==> config.mk <==
export PLATFORM = sky130hd
export DESIGN_NAME = byterun1_bitplane_decoder_core
export DESIGN_NICKNAME = d
export VERILOG_FILES = /design/src/br1bpd_pkg.sv /design/src/byterun1_bitplane_decoder_core.sv /design/src/br1bpd_place.sv
export SDC_FILE = /design/constraint.sdc
export NUM_CORES = 1
export LEC_CHECK = 0
export BUFFER_PORTS_ARGS = -buffer_cell sky130_fd_sc_hd__buf_2
export CAP_MARGIN = 5
export CELL_PAD_IN_SITES_DETAIL_PLACEMENT = 1
export CELL_PAD_IN_SITES_GLOBAL_PLACEMENT = 1
export CORE_MARGIN = 4
export CORE_UTILIZATION = 49
export DETAILED_ROUTE_END_ITERATION = 12
export HOLD_SLACK_MARGIN = 0.03
export PLACE_DENSITY_LB_ADDON = 0.1
export SYNTH_ARGS = -nofsm -noshare
export SYNTH_HDL_FRONTEND = slang
export SYNTH_SLANG_ARGS = --single-unit
==> constraint.sdc <==
create_clock -name aclk -period 9 [get_ports aclk]
set_input_delay 1.8 -clock aclk [delete_from_list [all_inputs] [get_ports aclk]]
set_output_delay 1.8 -clock aclk [all_outputs]
set_load 0.005 [all_outputs]
==> src/br1bpd_pkg.sv <==
`default_nettype none

package br1bpd_pkg;

    // field widths
    localparam int BYTE_W   = 8;
    localparam int COL_W    = 10;
    localparam int ROWB_W   = 11;
    localparam int ROW_W    = 11;
    localparam int ROWC_W   = 12;
    localparam int PLANE_W  = 4;
    localparam int IDX_W    = 3;
    localparam int CFGD_W   = 12;

    // register clamps
    localparam logic [ROWB_W-1:0]  ROW_BYTES_MAX = 11'd1024;
    localparam logic [ROWC_W-1:0]  ROWS_MAX      = 12'd2048;
    localparam logic [PLANE_W-1:0] PLANES_MAX    = 4'd8;

    // control byte that does nothing
    localparam logic [BYTE_W-1:0]  NOOP_CODE     = 8'd128;

    // register indexes
    localparam logic [IDX_W-1:0] REG_COMPRESSED  = 3'd0;
    localparam logic [IDX_W-1:0] REG_ROW_BYTES   = 3'd1;
    localparam logic [IDX_W-1:0] REG_ROW_COUNT   = 3'd2;
    localparam logic [IDX_W-1:0] REG_PLANE_COUNT = 3'd3;
    localparam logic [IDX_W-1:0] REG_HAS_MASK    = 3'd4;

    typedef struct packed {
        logic [ROWB_W-1:0]  row_bytes;
        logic [ROWC_W-1:0]  row_count;
        logic [PLANE_W-1:0] plane_count;
        logic               has_mask;
    } geom_t;

    typedef struct packed {
        logic              step;
        logic              restart;
        logic              emit;
        logic [BYTE_W-1:0] value;
        logic [BYTE_W-1:0] count;
        logic              spill;
    } place_req_t;

    typedef struct packed {
        logic [BYTE_W-1:0]  out_value;
        logic [BYTE_W-1:0]  repeat_count;
        logic [PLANE_W-1:0] plane_index;
        logic [ROW_W-1:0]   row_index;
        logic [COL_W-1:0]   column_start;
        logic               discard;
        logic               row_plane_end;
        logic               image_end;
        logic               overrun;
    } run_t;

endpackage

`default_nettype wire

==> src/byterun1_bitplane_decoder_core.sv <==
// ByteRun1 / raw bitplane body decoder.
// Body bytes come in one per transfer on the s_ channel (s_in_byte, with
// s_body_start high on the first byte of a body). Each byte gives at most one
// run on the m_ channel: a value, a repeat count and its place (plane, row,
// first column), with flags for mask plane, end of plane row, end of image
// and clipping at the row end. Control bytes and no-ops give no run.
// A byte is taken into an input register; once the output register can take
// it, it is decoded against the phase and position registers and its run lands
// in the output register, from which it shows on m_valid.
// One byte per cycle is sustained: the decode is a single pass of short
// logic, and both registers advance together whenever the output register
// is empty or is being taken.
// If the receiver stalls, the output register holds and the input register
// fills; s_ready drops only when both are full.
// The cfg channel is always ready; the user must write registers only while
// idle, not enforced by the block. Reset (aresetn low, synchronous) empties
// both registers, clears phase and position and loads the register defaults.
`default_nettype none

module byterun1_bitplane_decoder_core (
    input  wire                                aclk,
    input  wire                                aresetn,
    input  wire                                s_valid,
    output logic                               s_ready,
    input  wire  [br1bpd_pkg::BYTE_W-1:0]      s_in_byte,
    input  wire                                s_body_start,
    output logic                               m_valid,
    input  wire                                m_ready,
    output logic [br1bpd_pkg::BYTE_W-1:0]      m_out_value,
    output logic [br1bpd_pkg::BYTE_W-1:0]      m_repeat_count,
    output logic [br1bpd_pkg::PLANE_W-1:0]     m_plane_index,
    output logic [br1bpd_pkg::ROW_W-1:0]       m_row_index,
    output logic [br1bpd_pkg::COL_W-1:0]       m_column_start,
    output logic                               m_discard,
    output logic                               m_row_plane_end,
    output logic                               m_image_end,
    output logic                               m_overrun,
    input  wire                                cfg_valid,
    output logic                               cfg_ready,
    input  wire  [br1bpd_pkg::IDX_W-1:0]       cfg_index,
    input  wire  [br1bpd_pkg::CFGD_W-1:0]      cfg_data
);

    localparam logic [1:0] PH_CONTROL = 2'd0;
    localparam logic [1:0] PH_LITERAL = 2'd1;
    localparam logic [1:0] PH_REPEAT  = 2'd2;
    localparam logic [1:0] PH_SKIP    = 2'd3;

    logic                           compressed_reg;
    br1bpd_pkg::geom_t              geom_reg;

    logic                           in_valid_reg, in_valid_next;
    logic [br1bpd_pkg::BYTE_W-1:0]  in_byte_reg;
    logic                           in_start_reg;

    logic [1:0]                     phase_reg, phase_next, phase_eff;
    logic [br1bpd_pkg::BYTE_W-1:0]  lit_reg, lit_next, lit_eff, lit_dec;
    logic [br1bpd_pkg::BYTE_W-1:0]  pend_reg, pend_next, pend_eff;

    logic                           out_valid_reg, out_valid_next;
    br1bpd_pkg::run_t               out_reg;

    br1bpd_pkg::place_req_t         req;
    br1bpd_pkg::run_t               run;
    logic                           run_ends, image_done;
    logic                           advance, step;
    logic [8:0]                     rep_len;

    assign cfg_ready = 1'b1;
    assign advance   = !out_valid_reg || m_ready;
    assign step      = in_valid_reg && advance;
    assign s_ready   = !in_valid_reg || advance;

    always_ff @(posedge aclk) begin
        if (!aresetn) begin
            compressed_reg       <= 1'b1;
            geom_reg.row_bytes   <= 11'd40;
            geom_reg.row_count   <= 12'd200;
            geom_reg.plane_count <= 4'd5;
            geom_reg.has_mask    <= 1'b0;
        end else if (cfg_valid && cfg_ready) begin
            case (cfg_index)
                br1bpd_pkg::REG_COMPRESSED:  compressed_reg <= cfg_data[0];
                br1bpd_pkg::REG_ROW_BYTES:
                    geom_reg.row_bytes <= cfg_data[br1bpd_pkg::ROWB_W-1:0];
                br1bpd_pkg::REG_ROW_COUNT:   geom_reg.row_count <= cfg_data;
                br1bpd_pkg::REG_PLANE_COUNT:
                    geom_reg.plane_count <= cfg_data[br1bpd_pkg::PLANE_W-1:0];
                br1bpd_pkg::REG_HAS_MASK:    geom_reg.has_mask <= cfg_data[0];
                default: ;
            endcase
        end
    end

    // decode of the registered byte
    always_comb begin
        phase_eff = in_start_reg ? PH_CONTROL : phase_reg;
        lit_eff   = in_start_reg ? '0 : lit_reg;
        pend_eff  = in_start_reg ? '0 : pend_reg;
        lit_dec   = lit_eff - 8'd1;
        rep_len   = 9'd257 - {1'b0, in_byte_reg};

        req.step    = step;
        req.restart = in_start_reg;
        req.emit    = 1'b0;
        req.value   = in_byte_reg;
        req.count   = 8'd1;
        req.spill   = 1'b0;

        phase_next = phase_reg;
        lit_next   = lit_reg;
        pend_next  = pend_reg;

        if (step) begin
            phase_next = phase_eff;
            lit_next   = lit_eff;
            pend_next  = pend_eff;
            if (!image_done) begin
                if (!compressed_reg) begin
                    req.emit   = 1'b1;
                    phase_next = PH_CONTROL;
                    lit_next   = '0;
                    pend_next  = '0;
                end else begin
                    unique case (phase_eff)
                        PH_CONTROL: begin
                            if (in_byte_reg < br1bpd_pkg::NOOP_CODE) begin
                                lit_next   = in_byte_reg + 8'd1;
                                phase_next = PH_LITERAL;
                            end else if (in_byte_reg > br1bpd_pkg::NOOP_CODE) begin
                                pend_next  = rep_len[br1bpd_pkg::BYTE_W-1:0];
                                phase_next = PH_REPEAT;
                            end
                        end
                        PH_LITERAL: begin
                            req.emit  = 1'b1;
                            req.spill = lit_dec != '0;
                            lit_next  = lit_dec;
                            if (lit_dec == '0) begin
                                phase_next = PH_CONTROL;
                            end else if (run_ends) begin
                                phase_next = PH_SKIP;
                            end
                        end
                        PH_REPEAT: begin
                            req.emit   = 1'b1;
                            req.count  = pend_eff;
                            pend_next  = '0;
                            phase_next = PH_CONTROL;
                        end
                        PH_SKIP: begin
                            // rest of a clipped literal run
                            lit_next = lit_dec;
                            if (lit_dec == '0) begin
                                phase_next = PH_CONTROL;
                            end
                        end
                        default: phase_next = PH_CONTROL;
                    endcase
                end
            end
        end

        in_valid_next = in_valid_reg;
        if (s_valid && s_ready) begin
            in_valid_next = 1'b1;
        end else if (step) begin
            in_valid_next = 1'b0;
        end

        out_valid_next = out_valid_reg;
        if (step && req.emit) begin
            out_valid_next = 1'b1;
        end else if (m_ready) begin
            out_valid_next = 1'b0;
        end
    end

    br1bpd_place u_place (
        .aclk    (aclk),
        .aresetn (aresetn),
        .geom    (geom_reg),
        .req     (req),
        .run     (run),
        .ends    (run_ends),
        .done    (image_done)
    );

    always_ff @(posedge aclk) begin
        if (!aresetn) begin
            in_valid_reg  <= 1'b0;
            out_valid_reg <= 1'b0;
            phase_reg     <= PH_CONTROL;
            lit_reg       <= '0;
            pend_reg      <= '0;
        end else begin
            in_valid_reg  <= in_valid_next;
            out_valid_reg <= out_valid_next;
            phase_reg     <= phase_next;
            lit_reg       <= lit_next;
            pend_reg      <= pend_next;
        end
    end

    always_ff @(posedge aclk) begin
        if (s_valid && s_ready) begin
            in_byte_reg  <= s_in_byte;
            in_start_reg <= s_body_start;
        end
        if (step && req.emit) begin
            out_reg <= run;
        end
    end

    assign m_valid         = out_valid_reg;
    assign m_out_value     = out_reg.out_value;
    assign m_repeat_count  = out_reg.repeat_count;
    assign m_plane_index   = out_reg.plane_index;
    assign m_row_index     = out_reg.row_index;
    assign m_column_start  = out_reg.column_start;
    assign m_discard       = out_reg.discard;
    assign m_row_plane_end = out_reg.row_plane_end;
    assign m_image_end     = out_reg.image_end;
    assign m_overrun       = out_reg.overrun;

    a_lit_left: assert property (@(posedge aclk) disable iff (!aresetn)
        (phase_reg == PH_LITERAL || phase_reg == PH_SKIP) |-> lit_reg != '0)
        else $error("literal phase with no literals left");

    a_rep_len: assert property (@(posedge aclk) disable iff (!aresetn)
        phase_reg == PH_REPEAT |-> (pend_reg >= 8'd2 && pend_reg <= 8'd128))
        else $error("repeat length out of range");

    a_count: assert property (@(posedge aclk) disable iff (!aresetn)
        m_valid |-> (m_repeat_count != '0 && m_repeat_count <= 8'd128))
        else $error("run with bad repeat count");

    a_end_flags: assert property (@(posedge aclk) disable iff (!aresetn)
        m_valid && (m_image_end || m_overrun) |-> m_row_plane_end)
        else $error("image end or overrun without row end");

    a_stall: assert property (@(posedge aclk) disable iff (!aresetn)
        !s_ready |-> (in_valid_reg && out_valid_reg && !m_ready))
        else $error("input stalled with room to move");

endmodule

`default_nettype wire

==> src/br1bpd_place.sv <==
`default_nettype none

module br1bpd_place (
    input  wire                          aclk,
    input  wire                          aresetn,
    input  br1bpd_pkg::geom_t            geom,
    input  br1bpd_pkg::place_req_t       req,
    output br1bpd_pkg::run_t             run,
    output logic                         ends,
    output logic                         done
);

    logic [br1bpd_pkg::COL_W-1:0]   col_reg, col_next, col_eff;
    logic [br1bpd_pkg::PLANE_W-1:0] plane_reg, plane_next, plane_eff;
    logic [br1bpd_pkg::ROW_W-1:0]   row_reg, row_next, row_eff;
    logic                           done_reg, done_next, done_eff;

    logic [br1bpd_pkg::ROWB_W-1:0]  rb, avail;
    logic [br1bpd_pkg::ROWC_W-1:0]  rows, row_inc;
    logic [br1bpd_pkg::PLANE_W-1:0] planes, total;
    logic [br1bpd_pkg::PLANE_W:0]   plane_inc;
    logic [br1bpd_pkg::BYTE_W-1:0]  cnt;
    logic                           clip, plane_wrap, row_wrap;

    always_comb begin
        col_eff   = req.restart ? '0 : col_reg;
        plane_eff = req.restart ? '0 : plane_reg;
        row_eff   = req.restart ? '0 : row_reg;
        done_eff  = req.restart ? 1'b0 : done_reg;

        if (geom.row_bytes == '0) begin
            rb = 11'd1;
        end else if (geom.row_bytes > br1bpd_pkg::ROW_BYTES_MAX) begin
            rb = br1bpd_pkg::ROW_BYTES_MAX;
        end else begin
            rb = geom.row_bytes;
        end
        if (geom.row_count == '0) begin
            rows = 12'd1;
        end else if (geom.row_count > br1bpd_pkg::ROWS_MAX) begin
            rows = br1bpd_pkg::ROWS_MAX;
        end else begin
            rows = geom.row_count;
        end
        if (geom.plane_count == '0) begin
            planes = 4'd1;
        end else if (geom.plane_count > br1bpd_pkg::PLANES_MAX) begin
            planes = br1bpd_pkg::PLANES_MAX;
        end else begin
            planes = geom.plane_count;
        end
        total = planes + {3'b000, geom.has_mask};

        // a stale column past the row end still leaves one byte
        avail = ({1'b0, col_eff} < rb) ? rb - {1'b0, col_eff} : 11'd1;
        clip  = {3'b000, req.count} > avail;
        cnt   = clip ? avail[br1bpd_pkg::BYTE_W-1:0] : req.count;
        ends  = ({3'b000, cnt} == avail);

        plane_inc  = {1'b0, plane_eff} + 5'd1;
        plane_wrap = plane_inc >= {1'b0, total};
        row_inc    = {1'b0, row_eff} + 12'd1;
        row_wrap   = row_inc >= rows;

        run.out_value     = req.value;
        run.repeat_count  = cnt;
        run.plane_index   = plane_eff;
        run.row_index     = row_eff;
        run.column_start  = col_eff;
        run.discard       = plane_eff >= planes;
        run.row_plane_end = ends;
        run.image_end     = ends && plane_wrap && row_wrap;
        run.overrun       = clip || (ends && req.spill);

        done = done_eff;

        col_next   = col_reg;
        plane_next = plane_reg;
        row_next   = row_reg;
        done_next  = done_reg;
        if (req.step) begin
            col_next   = col_eff;
            plane_next = plane_eff;
            row_next   = row_eff;
            done_next  = done_eff;
            if (req.emit) begin
                if (ends) begin
                    col_next = '0;
                    if (plane_wrap) begin
                        plane_next = '0;
                        if (row_wrap) begin
                            row_next  = '0;
                            done_next = 1'b1;
                        end else begin
                            row_next = row_inc[br1bpd_pkg::ROW_W-1:0];
                        end
                    end else begin
                        plane_next = plane_inc[br1bpd_pkg::PLANE_W-1:0];
                    end
                end else begin
                    col_next = col_eff + {2'b00, cnt};
                end
            end
        end
    end

    always_ff @(posedge aclk) begin
        if (!aresetn) begin
            col_reg   <= '0;
            plane_reg <= '0;
            row_reg   <= '0;
            done_reg  <= 1'b0;
        end else begin
            col_reg   <= col_next;
            plane_reg <= plane_next;
            row_reg   <= row_next;
            done_reg  <= done_next;
        end
    end

endmodule

`default_nettype wire

**Yosys cells after proc, flatten, opt, wreduce, memory -nomap -nowiden**

Index checks and enable logic that the tools add are counted.

- Flip-flop bits (word level): 129
- Input port bits: 29

- Add/subtract/negate cells: 8
- Magnitude comparators: 10
- Equal/unequal tests: 8
- Multiplexer cells: 58
- Reduce and logical (&&, ||, !) cells: 27

Operator list:

| operator | number |
|---|---|
| 2-to-1 mux 11 bit | 8 |
| 2-to-1 mux 8 bit | 11 |
| one-hot mux 8 bit (2 select lines) | 2 |
| 2-to-1 mux 10 bit | 3 |
| 2-to-1 mux 9 bit | 3 |
| 2-to-1 mux 12 bit | 2 |
| 2-to-1 mux 4 bit | 6 |
| 2-to-1 mux 2 bit | 8 |
| 2-to-1 mux 1 bit | 14 |
| adder 11 x 1 -> 12 bit (second input constant) | 1 |
| greater-or-equal comparator 12 bit | 1 |
| greater-than comparator 12 bit (second input constant) | 1 |
| logical NOT 12 bit | 1 |
| equality test 8 x 11 -> 1 bit | 1 |
| greater-than comparator 11 bit (second input constant) | 1 |
| greater-than comparator 8 x 11 -> 1 bit | 1 |
| logical NOT 11 bit | 1 |
| < comparator 10 x 11 -> 1 bit | 1 |
| subtractor 11 x 10 -> 11 bit | 1 |
| adder 10 x 8 -> 10 bit | 1 |
| AND reduction 2 bit | 5 |
| adder 8 x 1 -> 8 bit (second input constant) | 1 |
| greater-than comparator 8 bit (second input constant) | 1 |
| logical NOT 8 bit | 1 |
| other kinds (23) | 35 |

**Longest topological paths before layout**

Gate-level depths: netlist (run 1).

- Word-level depth: 15
- Depth in mapped cells: 34
- Gate-level depth less buffers: 32

**Hierarchy**

A second synthesis (run 1) with hierarchy kept.

- Cell total of the unflattened synthesis: 935
- Area, all modules: 8419.3 µm²

Modules (own cells, without submodules):

| module | times used | cells each | area an instance (µm²) | seq. area each (µm²) |
|---|---|---|---|---|
| byterun1_bitplane_decoder_core | 1 | 393 | 4330.4 | 2602.5 |
| br1bpd_place | 1 | 542 | 4088.9 | 520.5 |

**Worst setup path after synthesis (run 1)**

OpenSTA, ideal clock, no wires.

- Kind: reg-to-reg
- From: register in_start_reg
- To: register u_place.col_reg[8] (netlist name)
- Setup time: 117 ps
- Arrival: 5953 ps
- Slack: 2929 ps
- Stages on the path, launching flop included: 33
- Buffers on the path: 3
- Clock period less this slack: 6071 ps
- Cell sequence: edfxtp_1 > clkbuf_2 > clkinv_1 > clkbuf_1 > clkbuf_1 > nand2_1 > ha_1 > nand3_1 > o21bai_1 > a211oi_2 > o21ai_1 > or2_2 > ha_1 > a21o_1 > a21o_1 > a21oi_1 > o21ai_0 > a21oi_1 > nor2_1 > o21ai_2 > a21oi_1 > ha_1 > fa_1 > a21oi_1 > nor2_1 > nor2_1 > o21bai_1 > a21oi_1 > nor2b_1 > o21a_1 > o21ai_0 > xnor2_1 > a32o_1

RTL lines:

| element | line | source |
|---|---|---|
| from (decl) | byterun1_bitplane_decoder_core.sv:54 | `logic in_start_reg;` |
| from (signal assigned) | byterun1_bitplane_decoder_core.sv:208 | `in_start_reg <= s_body_start;` |
| to (signal assigned) | br1bpd_place.sv:114 | `col_reg <= col_next;` |
| to (decl) | br1bpd_place.sv:13 | `logic [br1bpd_pkg::COL_W-1:0] col_reg, col_next, col_eff;` |

==> results.json, run 1 <==
{
  "top_layer": "met4",
  "hold_path.class": "reg2reg",
  "synthXorXnorAreaFrac_pct": 4.41,
  "finalHoldViolations": 0,
  "wl_per_cell_um": 20.8,
  "synth-simple-area-share_pct": 21.8,
  "dr_wl_met3_um": 1010,
  "core_sq_um": 15400,
  "p_per_area_nw_per_um2": 166,
  "synth-main-ff-cell": "dfxtp_1",
  "insertion_delay_ns": 0.43,
  "syn-num-nets": 976,
  "synth_area_leaders": "edfxtp_1 21%, dfxtp_1 19%, ha_1 9.7%",
  "antenna_cells": 0,
  "track_usage_pct": 27.8,
  "clock_power_share_pct": 44.6,
  "maxCapViolations": 0,
  "synth_cells": 885,
  "finalSetupViolations": 0,
  "grt_max_degree": 59,
  "grt_pass1_vias": 7322,
  "vias": 6989,
  "p_leak_nw": 3.77,
  "p_comb_share_pct": 11.7,
  "setup.worst_path.end_class": "flop",
  "synth_fa_ha_area_share_pct": 10.2,
  "cp_slowest_cell": "clkinv_1",
  "yosys_warnings": 0,
  "drt_pass1_iterations": 5,
  "cp_max_fo": 27,
  "syn2layout_area_growth_pct": 14.0,
  "rsz0062_at_grt": "no",
  "fin_skew_ns": 0.00763,
  "crit_top_cell": "a21oi_1",
  "path_class": "reg2reg",
  "cts_sinks": 129,
  "synth_top_area_share_pct": 20.9,
  "via_per_inst": 5.96,
  "synth_seq_area_share_pct": 40.3,
  "max_stage_delay_ns": 0.63,
  "overflow": 0,
  "wl_met2_um": 12000,
  "ys_types": 75,
  "synth_top_family_by_area": "simple AND/OR/NAND/NOR gates",
  "final_util_pct": 57.5,
  "cp-start-kind": "flop",
  "io_pins": 77,
  "post_synth_mux_area_share_pct": 0.904,
  "synth.avg_cell_area_sq_um": 8.76,
  "cts_max_level": 4,
  "ant_nets": 0,
  "finalNetCount": 1039,
  "place_congestion": 0.878,
  "cts-resized-gates": 0,
  "finalCriticalPeriod_ns": 6.77,
  "drive_gt1_share_pct": 13.2,
  "synth-compound-area-share_pct": 18.2,
  "place_inst": 1140,
  "p_seq_share_pct": 43.7,
  "crit_family": "compound AO/OA/AOI/OAI gates",
  "slew-limit-headroom_pct": 45.5,
  "die_width_um": 134,
  "clk_pin_slew_worst_paths_ns": 0.06,
  "rows": 45,
  "syn_area_sq_um": 7750,
  "peakVddDrop_mv": 0.123,
  "ys_seq_elements": 129,
  "fp.dieH_um": 134,
  "cts_tree": "built",
  "netSwitchingFraction_pct": 27.9,
  "p_int_w": 0.00106,
  "worst_slew_pin_slew_ns": 0.798,
  "cts_hold_buf": 0,
  "initial_utilization_pct": 50.4,
  "dieArea_sq_um": 17900,
  "drc_errors": 0,
  "wl_met1_um": 10800,
  "largest_reg_flops": 28,
  "fin_setup_tns_ns": 0,
  "cp.arrival_ns": 7.09,
  "holdWs_ns": 0.462,
  "layout.cells.non_filler": 1172,
  "wirelength_um": 24400,
  "crit_required_ns": 9.32,
  "grt_pass1_wl_um": 39500,
  "antenna_found_initial": 0,
  "io_buffers": 75,
  "post_cts_buffers": 0,
  "synth_top_area_cell": "edfxtp_1",
  "timing.final.crit_share_pct": 75.2,
  "cts.path.max_buffers": 2,
  "synth-edff-count": 54,
  "outcome": "completed",
  "path_buf_inv": 1,
  "hpwl_um": 18100,
  "synthArstFlopShare_pct": 0,
  "root_buffer": "clkbuf_16",
  "switching_power_w": 0.000410,
  "cts_made_buffers": 17,
  "max_freq_mhz": 148,
  "maxSlewViolCount": 0,
  "drtIter0Drc": 396
}
-- worst reg2reg max path: cells and delay by family (launching register included) --
kind / cells / cell delay [ns]
flops: 1 / 0.36
simple gates: 7 / 1.26
xor+xnor: 1 / 0.09
fa+ha+maj: 4 / 1.24
compound gates: 16 / 3.07
buf+inv: 1 / 0.63
-- synth_stat cells, types with 11 or more instances --
| cell type | n |
|---|---|
| a21o_1 | 11 |
| nand2_1 | 125 |
| xnor2_1 | 17 |
| nor2b_1 | 33 |
| a21oi_1 | 56 |
| nand3_1 | 27 |
| ha_1 | 60 |
| o21ai_0 | 42 |
| inv_1 | 42 |
| nor2_1 | 84 |
| dfxtp_1 | 75 |
| xor2_1 | 22 |
| edfxtp_1 | 54 |
| clkbuf_1 | 29 |
| nor3_1 | 13 |
| nand4_1 | 13 |
-- routing by layer --
metal	up-vias	global-route usage [%]
li1	3309	-
met5	-	0
met4	0	10.1
met3	49	5.03
met1	3441	35.6
met2	190	47.3
-- power groups by stage --
stage	Combinational, W	Clock [W]	Sequential (W)
detailed placement	0.000167	0	0.000652
global route	0.000189	0.000694	0.000642
CTS	0.000170	0.000665	0.000640
floorplan	0.000117	0	0.000646
global placement	0.000160	0	0.000651
finish	0.000171	0.000654	0.000641
-- kinds of logic after synthesis --
group,Yosys count
AOI/OAI and AO/OA,213
buffers and inverters,82
xor gates and xnor gates,39
muxes,7
and+or+nand+nor,352
other,1
adders and majority gates,62
DFF,129
-- cells in the final DEF (no fill, tap or decap), types with 7 or more instances in the layout --
| cell type | count |
|---|---|
| o22ai_1 | 9 |
| a21o_1 | 11 |
| xor2_1 | 22 |
| nand4_1 | 13 |
| inv_1 | 41 |
| nand3_1 | 27 |
| mux2i_1 | 7 |
| o21ai_0 | 42 |
| ha_1 | 60 |
| a22oi_1 | 9 |
| a21oi_1 | 56 |
| nor3_1 | 13 |
| nor4_1 | 7 |
| nand2_1 | 125 |
| nand2b_1 | 10 |
| a2111oi_0 | 7 |
| buf_2 | 75 |
| a31oi_1 | 10 |
| nor2_1 | 84 |
| and2_1 | 7 |
| xnor2_1 | 17 |
| clkbuf_16 | 18 |
| a32oi_1 | 8 |
| dfxtp_1 | 75 |
| nor2b_1 | 33 |
| edfxtp_1 | 54 |
-- through the flow --
step           area, sq um  power [W]  setup slack [ns]
3_3_place_gp          8290   0.000812              2.69
3_5_place_dp          8290   0.000819              2.30
6_report              8840    0.00147              2.23
5_1_grt               8840    0.00153              1.60
4_1_cts               8840    0.00147              2.25
2_1_floorplan         7750   0.000763              2.93
-- area by class of cell --
type                            count  area [sq um]
Clock buffer                       19           454
Clock inverter                     13           101
Fill cell                        1819          6530
Inverter                           45           170
Multi-Input combinational cell    674          4310
Sequential cell                   129          3120
Tap cell                          211           264
Timing Repair Buffer               81           420
-- worst paths after layout --
check	startpoint	to	slack, ns	depth (start not counted)
worst max-delay path	in_start_reg$_DFFE_PP_	u_place.col_reg[8]$_SDFFE_PN0P_	2.23	29
worst min register to register	geom_reg[5]$_SDFFE_PN0P_	geom_reg[5]$_SDFFE_PN0P_	0.46	2
worst max register to register	in_start_reg$_DFFE_PP_	u_place.col_reg[8]$_SDFFE_PN0P_	2.23	29
worst min-delay path	geom_reg[5]$_SDFFE_PN0P_	geom_reg[5]$_SDFFE_PN0P_	0.46	2
Power figures use the tool's default switching activity.
==> run 2: changes to the inputs <==
--- a/config.mk
+++ b/config.mk
@@ -5,12 +5,13 @@
 export SDC_FILE = /design/constraint.sdc
 export NUM_CORES = 1
 export LEC_CHECK = 0
+export ABC_AREA = 1
 export BUFFER_PORTS_ARGS = -buffer_cell sky130_fd_sc_hd__buf_2
 export CAP_MARGIN = 5
 export CELL_PAD_IN_SITES_DETAIL_PLACEMENT = 1
 export CELL_PAD_IN_SITES_GLOBAL_PLACEMENT = 1
 export CORE_MARGIN = 4
-export CORE_UTILIZATION = 49
+export CORE_UTILIZATION = 44
 export DETAILED_ROUTE_END_ITERATION = 12
 export HOLD_SLACK_MARGIN = 0.03
 export PLACE_DENSITY_LB_ADDON = 0.1
==> constraint.sdc (replaced) <==
create_clock -name aclk -period 6.96 [get_ports aclk]
set_input_delay 1.392 -clock aclk [delete_from_list [all_inputs] [get_ports aclk]]
set_output_delay 1.392 -clock aclk [all_outputs]
set_load 0.005 [all_outputs]
==> run 2 against run 1 <==
  * Clock-buffer cell count is the same
  * Routed wire length grew 2.6%
  * Via count grew 9.9%
  * Synthesized area grew 5.6%
  * Synthesized cell count grew 25%
  * Clock power grew 38%
  * Power grew 41%
  * Combinational power grew 99%
  * Final area grew 5.7%
  * Critical endpoint unchanged
  * Largest power group unchanged
==> results.json, run 2 <==
{
  "root_buffer": "clkbuf_16",
  "grt_pass1_vias": 7781,
  "finalSetupViolations": 0,
  "use_met1_pct": 32.0,
  "vias": 7678,
  "via_per_inst": 5.40,
  "setup.worst_path.end_class": "flop",
  "synth-edff-count": 54,
  "finalHoldViolations": 0,
  "rr_worst_depth": 39,
  "setup_slack_ns": 0.585,
  "outcome": "completed",
  "final_cell_mix": "251 x nand2_1, 155 x inv_1, 109 x nor2_1, 92 x a21oi_1",
  "rows": 49,
  "wirelength_um": 25100,
  "ys_types": 52,
  "synth.avg_cell_area_sq_um": 7.38,
  "syn-num-nets": 1201,
  "use_met3_pct": 3.77,
  "finalCriticalPeriod_ns": 6.37,
  "cts_hold_buf": 0,
  "cp_max_fo": 31,
  "antenna_cells": 0,
  "hold_end": "geom_reg[0]$_SDFFE_PN0P_",
  "r2r_setup_slack_ns": 0.59,
  "synth_most_common_cell": "nand2_1",
  "dieArea_sq_um": 20900,
  "path_class": "reg2reg",
  "synth_commonest_cells": "251 x nand2_1, 156 x inv_1, 109 x nor2_1",
  "antenna_found_initial": 0,
  "cp_slowest_cell": "fa_1",
  "cts_made_buffers": 17,
  "cp-start-kind": "flop",
  "cts.path.max_buffers": 2,
  "track_usage_pct": 24.6,
  "crit_top_cell": "nand2_1",
  "grt_busiest_layer": "met2",
  "initial_utilization_pct": 45.1,
  "hp-start": "geom_reg[0]$_SDFFE_PN0P_",
  "ys_seq_elements": 129,
  "dp_slack_ns": 0.543,
  "ant_nets": 0,
  "holdPathStages": 2,
  "cp.arrival_ns": 6.65,
  "fp.dieH_um": 144,
  "fin_skew_ns": 0.00847,
  "power_w": 0.00207,
  "rsz0062_at_grt": "no",
  "n_fill_cell": 2362,
  "syn_area_sq_um": 8190,
  "worst_slew_pin_slew_ns": 1.07,
  "max_stage_delay_ns": 0.42,
  "synth-main-ff-cell": "dfxtp_1",
  "largest_reg_flops": 28,
  "synth_top_area_cell": "edfxtp_1",
  "cts-resized-gates": 0,
  "clk_pin_slew_worst_paths_ns": 0.06,
  "yosys_warnings": 0,
  "drive_gt1_share_pct": 11.7,
  "max_freq_mhz": 157,
  "core_sq_um": 18100,
  "maxSlewViolCount": 0,
  "synth_seq_area_share_pct": 38.1,
  "final_common_cell": "nand2_1",
  "maxCapViolations": 0,
  "post_cts_buffers": 0,
  "crit_required_ns": 7.23,
  "insertion_delay_ns": 0.42,
  "drc_errors": 0,
  "syn2layout_area_growth_pct": 14.1,
  "slew-limit-headroom_pct": 28.6,
  "die_width_um": 144,
  "cts_tree": "built",
  "timing.rr.start": "geom_reg[23]$_SDFFE_PN0P_",
  "hpwl_um": 18600,
  "io_buffers": 75,
  "fin_setup_tns_ns": 0,
  "overflow": 0,
  "reg2reg_to": "u_place.col_reg[8]$_SDFFE_PN0P_",
  "synth_area_leaders": "edfxtp_1 20%, dfxtp_1 18%, nand2_1 12%",
  "place_congestion": 0.877,
  "drt_pass1_iterations": 5,
  "grt_util_met2_pct": 42.5,
  "cts_sinks": 129,
  "io_pins": 77,
  "peakVddDrop_mv": 0.166,
  "drtIter0Drc": 439,
  "synth_cells": 1110,
  "grt_pass1_wl_um": 40500,
  "timing.final.crit_share_pct": 91.6,
  "finalNetCount": 1271,
  "synthArstFlopShare_pct": 0,
  "fin_area_sq_um": 9350,
  "p_per_area_nw_per_um2": 222,
  "grt_max_degree": 44,
  "cts_max_level": 4,
  "synth_top_area_share_pct": 19.8,
  "wl_per_cell_um": 17.6,
  "place_area_sq_um": 8760,
  "p_leak_nw": 4.48,
  "hold_path.class": "reg2reg"
}
==> run 2: cell types whose count changed in the layout (fill, tap and decap cells not counted), moves of 25 or more <==
cell,delta
nand2_1,+126
inv_1,+114
nand3_1,+45
a21oi_1,+36
nor2b_1,-33
o21ai_0,+27
nor2_1,+25
==> run 2: critical path: cells and delay by family (launching register included) <==
family / cells / cell delay (ns)
fa+ha+maj: 5 / 1.58
xor+xnor: 2 / 0.33
compound gates: 8 / 1.38
buf+inv: 6 / 0.53
flops: 1 / 0.31
simple gates: 18 / 2.08
==> run 2: where the power goes <==
| group | switching [W] | internal [W] | total (W) |
|---|---|---|---|
| combinational | 0.000237 | 0.000104 | 0.000341 |
| sequential | 0.0000163 | 0.000815 | 0.000831 |
| clock | 0.000373 | 0.000527 | 0.000900 |
| total | 0.000626 | 0.00145 | 0.00207 |
==> run 2: cell type report <==
type / instances / area, sq um / area share (%)
Inverter: 162 / 608 / 6.51
Clock inverter: 13 / 121 / 1.30
Multi-Input combinational cell: 788 / 4320 / 46.2
Tap cell: 229 / 287 / 3.07
Sequential cell: 129 / 3120 / 33.4
Clock buffer: 19 / 464 / 4.97
Timing Repair Buffer: 82 / 428 / 4.58
==> run 2: cells by family after synthesis <==
group / Yosys count / share of synthesized area, %
buffers and inverters: 193 / 9.20
AND/OR/NAND/NOR: 491 / 26.1
XOR/XNOR: 25 / 2.67
other: 1 / 0.0458
adder cells (fa/ha/maj): 62 / 9.66
AO/OA/AOI/OAI: 209 / 14.2
flip-flops: 129 / 38.1
==> run 2: per-stage QoR <==
| step | util, % | hold slack, ns | instances |
|---|---|---|---|
| 2_1_floorplan | - | 0.428 | 1110 |
| 3_3_place_gp | 48.3 | 0.445 | 1390 |
| 3_5_place_dp | 48.3 | 0.456 | 1390 |
| 4_1_cts | 51.5 | 0.466 | 1422 |
| 5_1_grt | 51.5 | 0.478 | 1422 |
| 6_report | 51.5 | 0.464 | 1422 |
==> run 2: worst max-delay path by stage <==
stage,startpoint,end,slack (ns),cells past startpoint
3_5_place_dp,geom_reg[23]$_SDFFE_PN0P_,u_place.col_reg[9]$_SDFFE_PN0P_,0.54,41
3_3_place_gp,geom_reg[23]$_SDFFE_PN0P_,u_place.col_reg[9]$_SDFFE_PN0P_,0.81,41
4_1_cts,geom_reg[23]$_SDFFE_PN0P_,u_place.col_reg[9]$_SDFFE_PN0P_,0.47,41
5_1_grt,geom_reg[23]$_SDFFE_PN0P_,u_place.col_reg[8]$_SDFFE_PN0P_,0.04,39
2_1_floorplan,in_start_reg$_DFFE_PP_,u_place.col_reg[9]$_SDFFE_PN0P_,1.21,42
6_report,geom_reg[23]$_SDFFE_PN0P_,u_place.col_reg[8]$_SDFFE_PN0P_,0.59,39
==> run 2: metal layers <==
metal,up-vias,routed length [um],share of wire (%)
li1,3813,-,-
met1,3697,11700,47
met2,130,12100,48
met3,38,752,3.0
met4,0,549,2.2
met5,-,0,0
==> run 3: changes to the inputs <==
--- a/config.mk
+++ b/config.mk
@@ -11,10 +11,10 @@
 export CELL_PAD_IN_SITES_DETAIL_PLACEMENT = 1
 export CELL_PAD_IN_SITES_GLOBAL_PLACEMENT = 1
 export CORE_MARGIN = 4
-export CORE_UTILIZATION = 44
+export CORE_UTILIZATION = 48
 export DETAILED_ROUTE_END_ITERATION = 12
 export HOLD_SLACK_MARGIN = 0.03
-export PLACE_DENSITY_LB_ADDON = 0.1
+export PLACE_DENSITY = 0.87
 export SYNTH_ARGS = -nofsm -noshare
 export SYNTH_HDL_FRONTEND = slang
 export SYNTH_SLANG_ARGS = --single-unit
==> constraint.sdc (replaced) <==
create_clock -name aclk -period 8 [get_ports aclk]
set_input_delay 1.6 -clock aclk [delete_from_list [all_inputs] [get_ports aclk]]
set_output_delay 1.6 -clock aclk [all_outputs]
set_load 0.005 [all_outputs]
==> run 3 against run 2 <==
  * Setup slack improved by 0.88 ns
  * Routed wire length increased by 0.55%
  * Maximum frequency decreased by 2.4%
==> results.json, run 3 (synthesized netlist as in run 2, its figures left out) <==
{
  "register_area_sq_um": 3120,
  "fp.dieH_um": 139,
  "cp.arrival_ns": 6.84,
  "path_class": "reg2reg",
  "cp_slowest_cell": "o21ai_0",
  "cts_made_buffers": 17,
  "io_buffers": 75,
  "grt_pass1_vias": 8059,
  "finalSetupViolations": 0,
  "cp-start-kind": "flop",
  "drive_gt1_share_pct": 11.3,
  "setup.worst_path.end_class": "flop",
  "worst_slew_pin_slew_ns": 0.998,
  "cts_hold_buf": 0,
  "outcome": "completed",
  "insertion_delay_ns": 0.43,
  "maxSlewViolCount": 0,
  "io_pins": 77,
  "ant_nets": 0,
  "wl_per_cell_um": 17.8,
  "initial_utilization_pct": 49.2,
  "root_buffer": "clkbuf_16",
  "crit_required_ns": 8.31,
  "cts_sinks": 129,
  "rsz0062_at_grt": "no",
  "antenna_found_initial": 0,
  "hold_path.class": "reg2reg",
  "track_usage_pct": 26.4,
  "cts.path.max_buffers": 2,
  "holdPathStages": 2,
  "place_inst": 1381,
  "slew-limit-headroom_pct": 33.4,
  "multi_input_area_sq_um": 4310,
  "crit_top_cell": "nand2_1",
  "dieArea_sq_um": 19200,
  "setup_slack_ns": 1.47,
  "timing.final.crit_share_pct": 81.6,
  "overflow": 0,
  "die_width_um": 139,
  "maxCapViolations": 0,
  "finalHoldViolations": 0,
  "clk_pin_slew_worst_paths_ns": 0.06,
  "peakVddDrop_mv": 0.160,
  "drc_errors": 0,
  "dp_slack_ns": 1.47,
  "cp_max_fo": 31,
  "n_fill_cell": 2127,
  "p_leak_nw": 4.49,
  "drt_pass1_iterations": 7,
  "grt_max_degree": 46,
  "core_sq_um": 16600,
  "post_cts_buffers": 0,
  "fin_setup_tns_ns": 0,
  "max_stage_delay_ns": 0.59,
  "rr_worst_depth": 38,
  "final_cell_mix": "251 x nand2_1, 155 x inv_1, 109 x nor2_1, 92 x a21oi_1",
  "grt_pass1_wl_um": 41400,
  "power_w": 0.00184,
  "wirelength_um": 25200,
  "finalCriticalPeriod_ns": 6.53,
  "place_congestion": 0.917,
  "vias": 7748,
  "cts-resized-gates": 0,
  "hpwl_um": 18600,
  "syn2layout_area_growth_pct": 14.3,
  "cts_max_level": 4,
  "antenna_cells": 0,
  "layout.cells.non_filler": 1413,
  "fin_skew_ns": 0.0118,
  "via_per_inst": 5.48,
  "finalNetCount": 1271,
  "final_util_pct": 56.3,
  "rows": 47,
  "p_per_area_nw_per_um2": 197,
  "final_common_cell": "nand2_1",
  "largest_reg_flops": 28,
  "cts_tree": "built",
  "max_freq_mhz": 153,
  "drtIter0Drc": 443
}
run 3: cell types whose count changed in the layout (fill, tap and decap cells not counted), sizes merged:
cell and delta:
bufinv +3, inv -3, clkbuf -1, clkinv +1
run 3: final cells by class:
class	count	area share, %
inverters	162	6.49
well taps	220	2.94
repair buffers	82	4.57
flip-flops and latches	129	33.4
clock buffers	18	4.58
clock inverters	14	1.99
multi-input cells	788	46.1
run 3: layer usage:
metal	vias to the layer above	part of all wire, %	GRT usage [%]
met5	-	0	0
met4	0	2.1	8.50
met3	47	3.8	4.34
met2	154	50	46.0
met1	3748	44	33.6
li1	3799	-	-
run 3: power by group:
group          internal [W]  leakage [nW]  switching, W
combinational     0.0000908          3.07      0.000207
clock              0.000520         0.293      0.000302
sequential         0.000709          1.12     0.0000147
run 3: path summary, 6_finish.rpt:
check / endpoint / slack [ns] / start
worst min register to register: geom_reg[0]$_SDFFE_PN0P_ / 0.47 / geom_reg[0]$_SDFFE_PN0P_
worst max register to register: u_place.col_reg[9]$_SDFFE_PN0P_ / 1.47 / in_start_reg$_DFFE_PP_
worst max-delay path: u_place.col_reg[9]$_SDFFE_PN0P_ / 1.47 / in_start_reg$_DFFE_PP_
worst min-delay path: geom_reg[0]$_SDFFE_PN0P_ / 0.47 / geom_reg[0]$_SDFFE_PN0P_
run 3: worst max-delay path, delay by kind of cell (launching register included):
kind,cells,cell delay [ns]
adders and majority gates,3,1.08
AOI/OAI and AO/OA,8,1.66
and+or+nand+nor,22,2.42
DFF,1,0.36
buffers and inverters,5,0.87
run 3: stage by stage:
step                area (sq um)  hold WS (ns)
finish                      9360         0.467
global route                9360         0.489
CTS                         9360         0.466
detailed placement          8750         0.451
global placement            8750         0.449
floorplan                   8190         0.428
